[config.mk]
export PLATFORM = sky130hd
export DESIGN_NAME = ats_cell
export DESIGN_NICKNAME = d
export VERILOG_FILES = /design/src/hw/rtl/ats_pkg.sv /design/src/hw/rtl/ats_cell.sv
export SDC_FILE = /design/constraint.sdc
export NUM_CORES = 1
export LEC_CHECK = 0
export BUFFER_PORTS_ARGS = -buffer_cell sky130_fd_sc_hd__buf_4
export CAP_MARGIN = 40
export CELL_PAD_IN_SITES_DETAIL_PLACEMENT = 1
export CELL_PAD_IN_SITES_GLOBAL_PLACEMENT = 1
export CORE_UTILIZATION = 31
export CTS_CLUSTER_DIAMETER = 80
export DETAILED_ROUTE_END_ITERATION = 12
export GPL_TIMING_DRIVEN = 0
export PLACE_DENSITY_LB_ADDON = 0.1
export SETUP_SLACK_MARGIN = 0.2
export SYNTH_ARGS = -nofsm -noshare
export SYNTH_HDL_FRONTEND = slang
export SYNTH_SLANG_ARGS = --single-unit
[constraint.sdc]
create_clock -name clock -period 1.45 [get_ports clock]
set_input_delay 0.29 -clock clock [delete_from_list [all_inputs] [get_ports clock]]
set_output_delay 0.29 -clock clock [all_outputs]
set_load 0.02 [all_outputs]
[src/hw/rtl/ats_pkg.sv]
// ----------------------------------------------------------------------------
// Alarm table scheduler package
// Shared types, request codes and constants.
// ----------------------------------------------------------------------------
package ats_pkg;

   localparam int ENTRIES_DEF = 32;

   localparam logic [2:0] REQ_TICK      = 3'd0;
   localparam logic [2:0] REQ_SET       = 3'd1;
   localparam logic [2:0] REQ_CLEAR     = 3'd2;
   localparam logic [2:0] REQ_CLEAR_ALL = 3'd3;
   localparam logic [2:0] REQ_EXPIRE    = 3'd4;

   localparam logic [7:0]  MAX_HOUR   = 8'd23;
   localparam logic [7:0]  MAX_MINUTE = 8'd59;
   localparam logic [7:0]  MAX_DAY    = 8'd31;
   localparam logic [7:0]  MAX_MONTH  = 8'd12;
   localparam logic [15:0] MAX_YEAR   = 16'd3000;
   localparam logic [15:0] MIN_YEAR   = 16'd2000;
   localparam logic [2:0]  SUNDAY_BIT = 3'd6;

   typedef struct packed {
      logic [2:0]  req_type;
      logic [7:0]  alarm_id;
      logic [7:0]  time_hour;
      logic [7:0]  time_minute;
      logic [7:0]  enable_code;
      logic [7:0]  repeat_mask;
      logic [7:0]  scene_code;
      logic [15:0] date_year;
      logic [7:0]  date_month;
      logic [7:0]  date_day;
      logic [2:0]  weekday;
   } req_type_t_type;

   typedef struct packed {
      logic       accepted;
      logic       fired;
      logic [7:0] fired_scene;
      logic [4:0] fired_hour;
      logic [5:0] fired_minute;
   } rsp_type;

   typedef struct packed {
      logic        valid;
      logic        armed;
      logic [7:0]  hour;
      logic [7:0]  minute;
      logic [7:0]  repeat_mask;
      logic [7:0]  scene;
      logic [15:0] year;
      logic [7:0]  month;
      logic [7:0]  day;
   } entry_type;

   // Broadcast to every cell: rotate and disarm during a scan step, write and clear_all when a request completes.
   typedef struct packed {
      logic        write;      // load entry at the write slot
      logic        clear_all;
      logic        rotate;     // shift the ring by one
      logic        disarm;     // disarm the entry leaving the head cell
   } cell_ctl_type;

   // Entry is a one-shot whose moment lies before the given clock.
   function automatic logic one_shot_past(input entry_type e, input logic [15:0] cy,
                                          input logic [7:0] cm, input logic [7:0] cd,
                                          input logic [4:0] ch, input logic [5:0] cmi);
      logic        r;
      logic [13:0] at_min, now_min;
      // compare minutes of the day, since a clamped clock minute can exceed 59
      at_min  = 14'(e.hour) * 14'd60 + 14'(e.minute);
      now_min = 14'(ch) * 14'd60 + 14'(cmi);
      r = 1'b0;
      if (e.repeat_mask != 8'd0) r = 1'b0;
      else if (e.year != cy) r = e.year < cy;
      else if (e.month != cm) r = e.month < cm;
      else if (e.day != cd) r = e.day < cd;
      else r = at_min < now_min;
      return r;
   endfunction

endpackage

[src/hw/rtl/ats_cell.sv]
// ----------------------------------------------------------------------------
// Alarm table cell
// Holds one entry; passes it to its neighbor when the ring rotates.
// ----------------------------------------------------------------------------
module ats_cell
   import ats_pkg::*;
(
   input  logic         clock,
   input  logic         reset,
   input  cell_ctl_type ctl,
   input  logic         is_slot,   // this cell takes the written entry
   input  entry_type    wr_entry,
   input  entry_type    prev_entry,
   output entry_type    entry
);

   entry_type entry_ff, entry_in;

   always_comb begin
      entry_in = entry_ff;
      if (ctl.clear_all) begin
         entry_in = '0;
      end else if (ctl.rotate) begin
         entry_in = prev_entry;
      end else if (ctl.write && is_slot) begin
         entry_in = wr_entry;
      end
   end

   always_ff @(posedge clock) begin
      if (reset) begin
         entry_ff <= '0;
      end else begin
         entry_ff <= entry_in;
      end
   end

   assign entry = entry_ff;

endmodule

==> impl_metrics.csv <==
group,metric,value,unit
pwr,switchingPower,1.31,mW
setup_path,critPathLaunch,"entry[5]",
sta,max_slew_margin,0.651,
synthesis,ys_ff_latch,66,
placement,dp_hpwl,9.80,mm
pwr,p_seq_frac,0.384,
setup_path,crit_family,"flip-flops",
synthesis,avgSynthCellArea,9.43,sq um
setup_path,critPathBufInv,1,
synthesis,yosysUniqueCellTypes,12,
layout,layout-drive-gt1-share,0.416,
clock_network,cts_buffers,9,
synthesis,syn-cell-area,0.00358,sq mm
setup_path,crit_slowest_cell,"dfxtp_1",
die,io_pins,205,
clock_network,cts_setup_buffers,0,
synthesis,ys_seq_area_frac,0.369,
sta,tightest_slew,0.523,ns
layout,fin_cells,736,
setup_path,critPathMaxStageDelay,0.36,ns
grt,grt_overflow,0,
layout,syn_to_final_growth,54.7,%
synthesis,synth_top_area_share,0.369,
setup_path,crit_arrival,0.84,ns
layout,antennaDiodeCount,0,
clock_network,clockRootBuffer,"clkbuf_16",
min_path,min_path_cells,3,
placement,portBuffers,200,
sta,whs,0.294,ns
sta,finalHoldViolations,0,
setup_path,end_kind,"output port",
pwr,powerDensity,913,mW/mm^2
detailed_routing,first_iter_violations,146,
sta,period_needed,1.13,ns
synthesis,netlist_instances,380,
setup_path,r2r-end,"entry[5]",
detailed_routing,postRouteAntennaNets,0,
placement,gp_congestion,0.751,
sta,finalMaxSlewViolations,0,
clock_network,cts_buffer_depth,2,
clock_network,clock_latency,0.33,ns
layout,final_nets,730,
pwr,clockPowerShare,0.408,
setup_path,cp_num_cells,1,
die,rows,38,
sta,post-route-period-util,0.783,
layout,largest_reg_flops,66,
synthesis,ys.flop_type,"dfxtp_1",
detailed_routing,viasPerCell,5.30,
detailed_routing,drc,0,
sta,skew,0,ns
clock_network,cts_num_sinks,66,
detailed_routing,firstDrtPassIters,6,
pwr,power.internal,3.76,mW
min_path,hold_path.class,"in -> reg",
synthesis,yosys-top-cells-area,"dfxtp_1, o311a_1, a21boi_1",
die,start_util,0.325,
sta,rsz0062_at_grt,"no",
placement,placedCellCount,720,
setup_path,reg2reg_from,"entry[5]",
synthesis,synth_commonest_cells,"and3_1, dfxtp_1, nand2b_1, o311a_1, a21boi_1",
setup_path,cp.required,1.16,ns
clock_network,post_cts_resized,0,
synthesis,yosysTopAreaCell,"dfxtp_1",
detailed_routing,routed_wl,13.3,mm
grt,grt_pass1_wl,20.7,mm
grt,antenna_found_initial,0,
die,die_h,110,microns
pwr,ir_drop,0.424,mV
setup_path,r2r_cells,2,
layout,multi_input_comb_area,0.00199,sq mm
min_path,hp-start,"prev_entry[52]",
synthesis,syn_nets,519,
setup_path,r2r_slack,0.55,ns
die,die_w,110,microns
layout,final-seq-area,0.00132,sq mm
grt,grt.total_usage,0.223,
grt,grt_max_degree,11,
die,dieArea,0.0120,sq mm
synthesis,yosys_warnings,0,
setup_path,startpoint_type,"flop",
die,coreArea,0.0110,sq mm
synthesis,ys_async_sr_fraction,0,
status,status,"completed",
min_path,holdPathEnd,"entry[52]",
setup_path,crit_type,"reg -> out",
detailed_routing,vias,3903,
pwr,p_sw_frac,0.258,
grt,grt_pass1_vias,4196,
pwr,combPwrFrac,0.207,
sta,setup_viol,0,
flow_run,cap_violations,0,
sta,fmax,881,MHz
layout,n_fill_cell,1330,
synthesis,synth_edf_count,0,
detailed_routing,wl_per_cell,18.1,microns
clock_network,cts_hold_buf,0,
clock_network,clkTransAtPathRegs,0.05,ns
clock_network,cts_max_level,3,
pwr,p_leak,2.94,nW
setup_path,worstPathMaxFanout,2,
clock_network,cts_tree,"yes",
setup_path,crit_path_cell_trace,"buf_4",
how the worst max path moves through the flow:
stage,endpoint,slack [ns]
global route,entry[13],0.24
floorplan,entry[36],0.32
detailed placement,entry[21],-0.04
global placement,entry[52],-0.01
CTS,entry[5],0.30
finish,entry[5],0.32
cell usage in the layout, fill, tap and decap left out:
cell type,Yosys,final
buf_2,22,22
nor2_1,1,1
buf_4,3,203
nand2b_1,66,66
clkbuf_1,15,17
dfxtp_1,66,66
a21boi_1,61,61
and3_1,66,66
a21boi_0,5,5
buf_6,7,7
clkinv_2,0,2
clkbuf_2,2,2
clkbuf_8,0,3
clkbuf_16,0,9
o311a_1,66,66
layout make-up:
type / instances / area share
timing repair buffer: 200 / 0.271
sequential: 66 / 0.238
buffer: 49 / 0.0501
tap: 140 / 0.0316
clock buffer: 14 / 0.0494
clock inverter: 2 / 0.00181
multi-input combinational: 265 / 0.358
metrics by stage:
stage	setup WS [ns]	utilization	area [sq um]	power (mW)	setup TNS [ns]
after floorplan	0.324	-	3580	2.50	0
after global placement	-0.0135	0.477	5260	3.02	-0.0852
after detailed placement	-0.0370	0.477	5260	3.04	-0.453
after CTS	0.303	0.503	5550	5.14	0
after global routing	0.238	0.503	5550	5.30	0
final	0.315	0.503	5550	5.06	0
logic make-up after synthesis:
group                  after synthesis  synth area share
and+or+nand+nor                    133             0.231
buffers and inverters               49            0.0775
AOI/OAI and AO/OA                  132             0.323
DFF                                 66             0.369
per-layer routing:
layer | share of wire | up-vias | track usage
li1 | - | 1863 | -
met1 | 0.42 | 1885 | 0.261
met2 | 0.50 | 140 | 0.402
met3 | 0.070 | 15 | 0.0498
met4 | 0.014 | 0 | 0.0714
met5 | 0 | - | 0
power groups by stage:
stage / combinational [mW] / clock [mW] / sequential, mW
2_1_floorplan: 0.418 / 0 / 2.08
3_3_place_gp: 1.04 / 0 / 1.98
3_5_place_dp: 1.06 / 0 / 1.98
4_1_cts: 1.06 / 2.13 / 1.95
5_1_grt: 1.13 / 2.22 / 1.95
6_report: 1.05 / 2.07 / 1.95
Note: power is estimated with default switching activity, not from simulation.
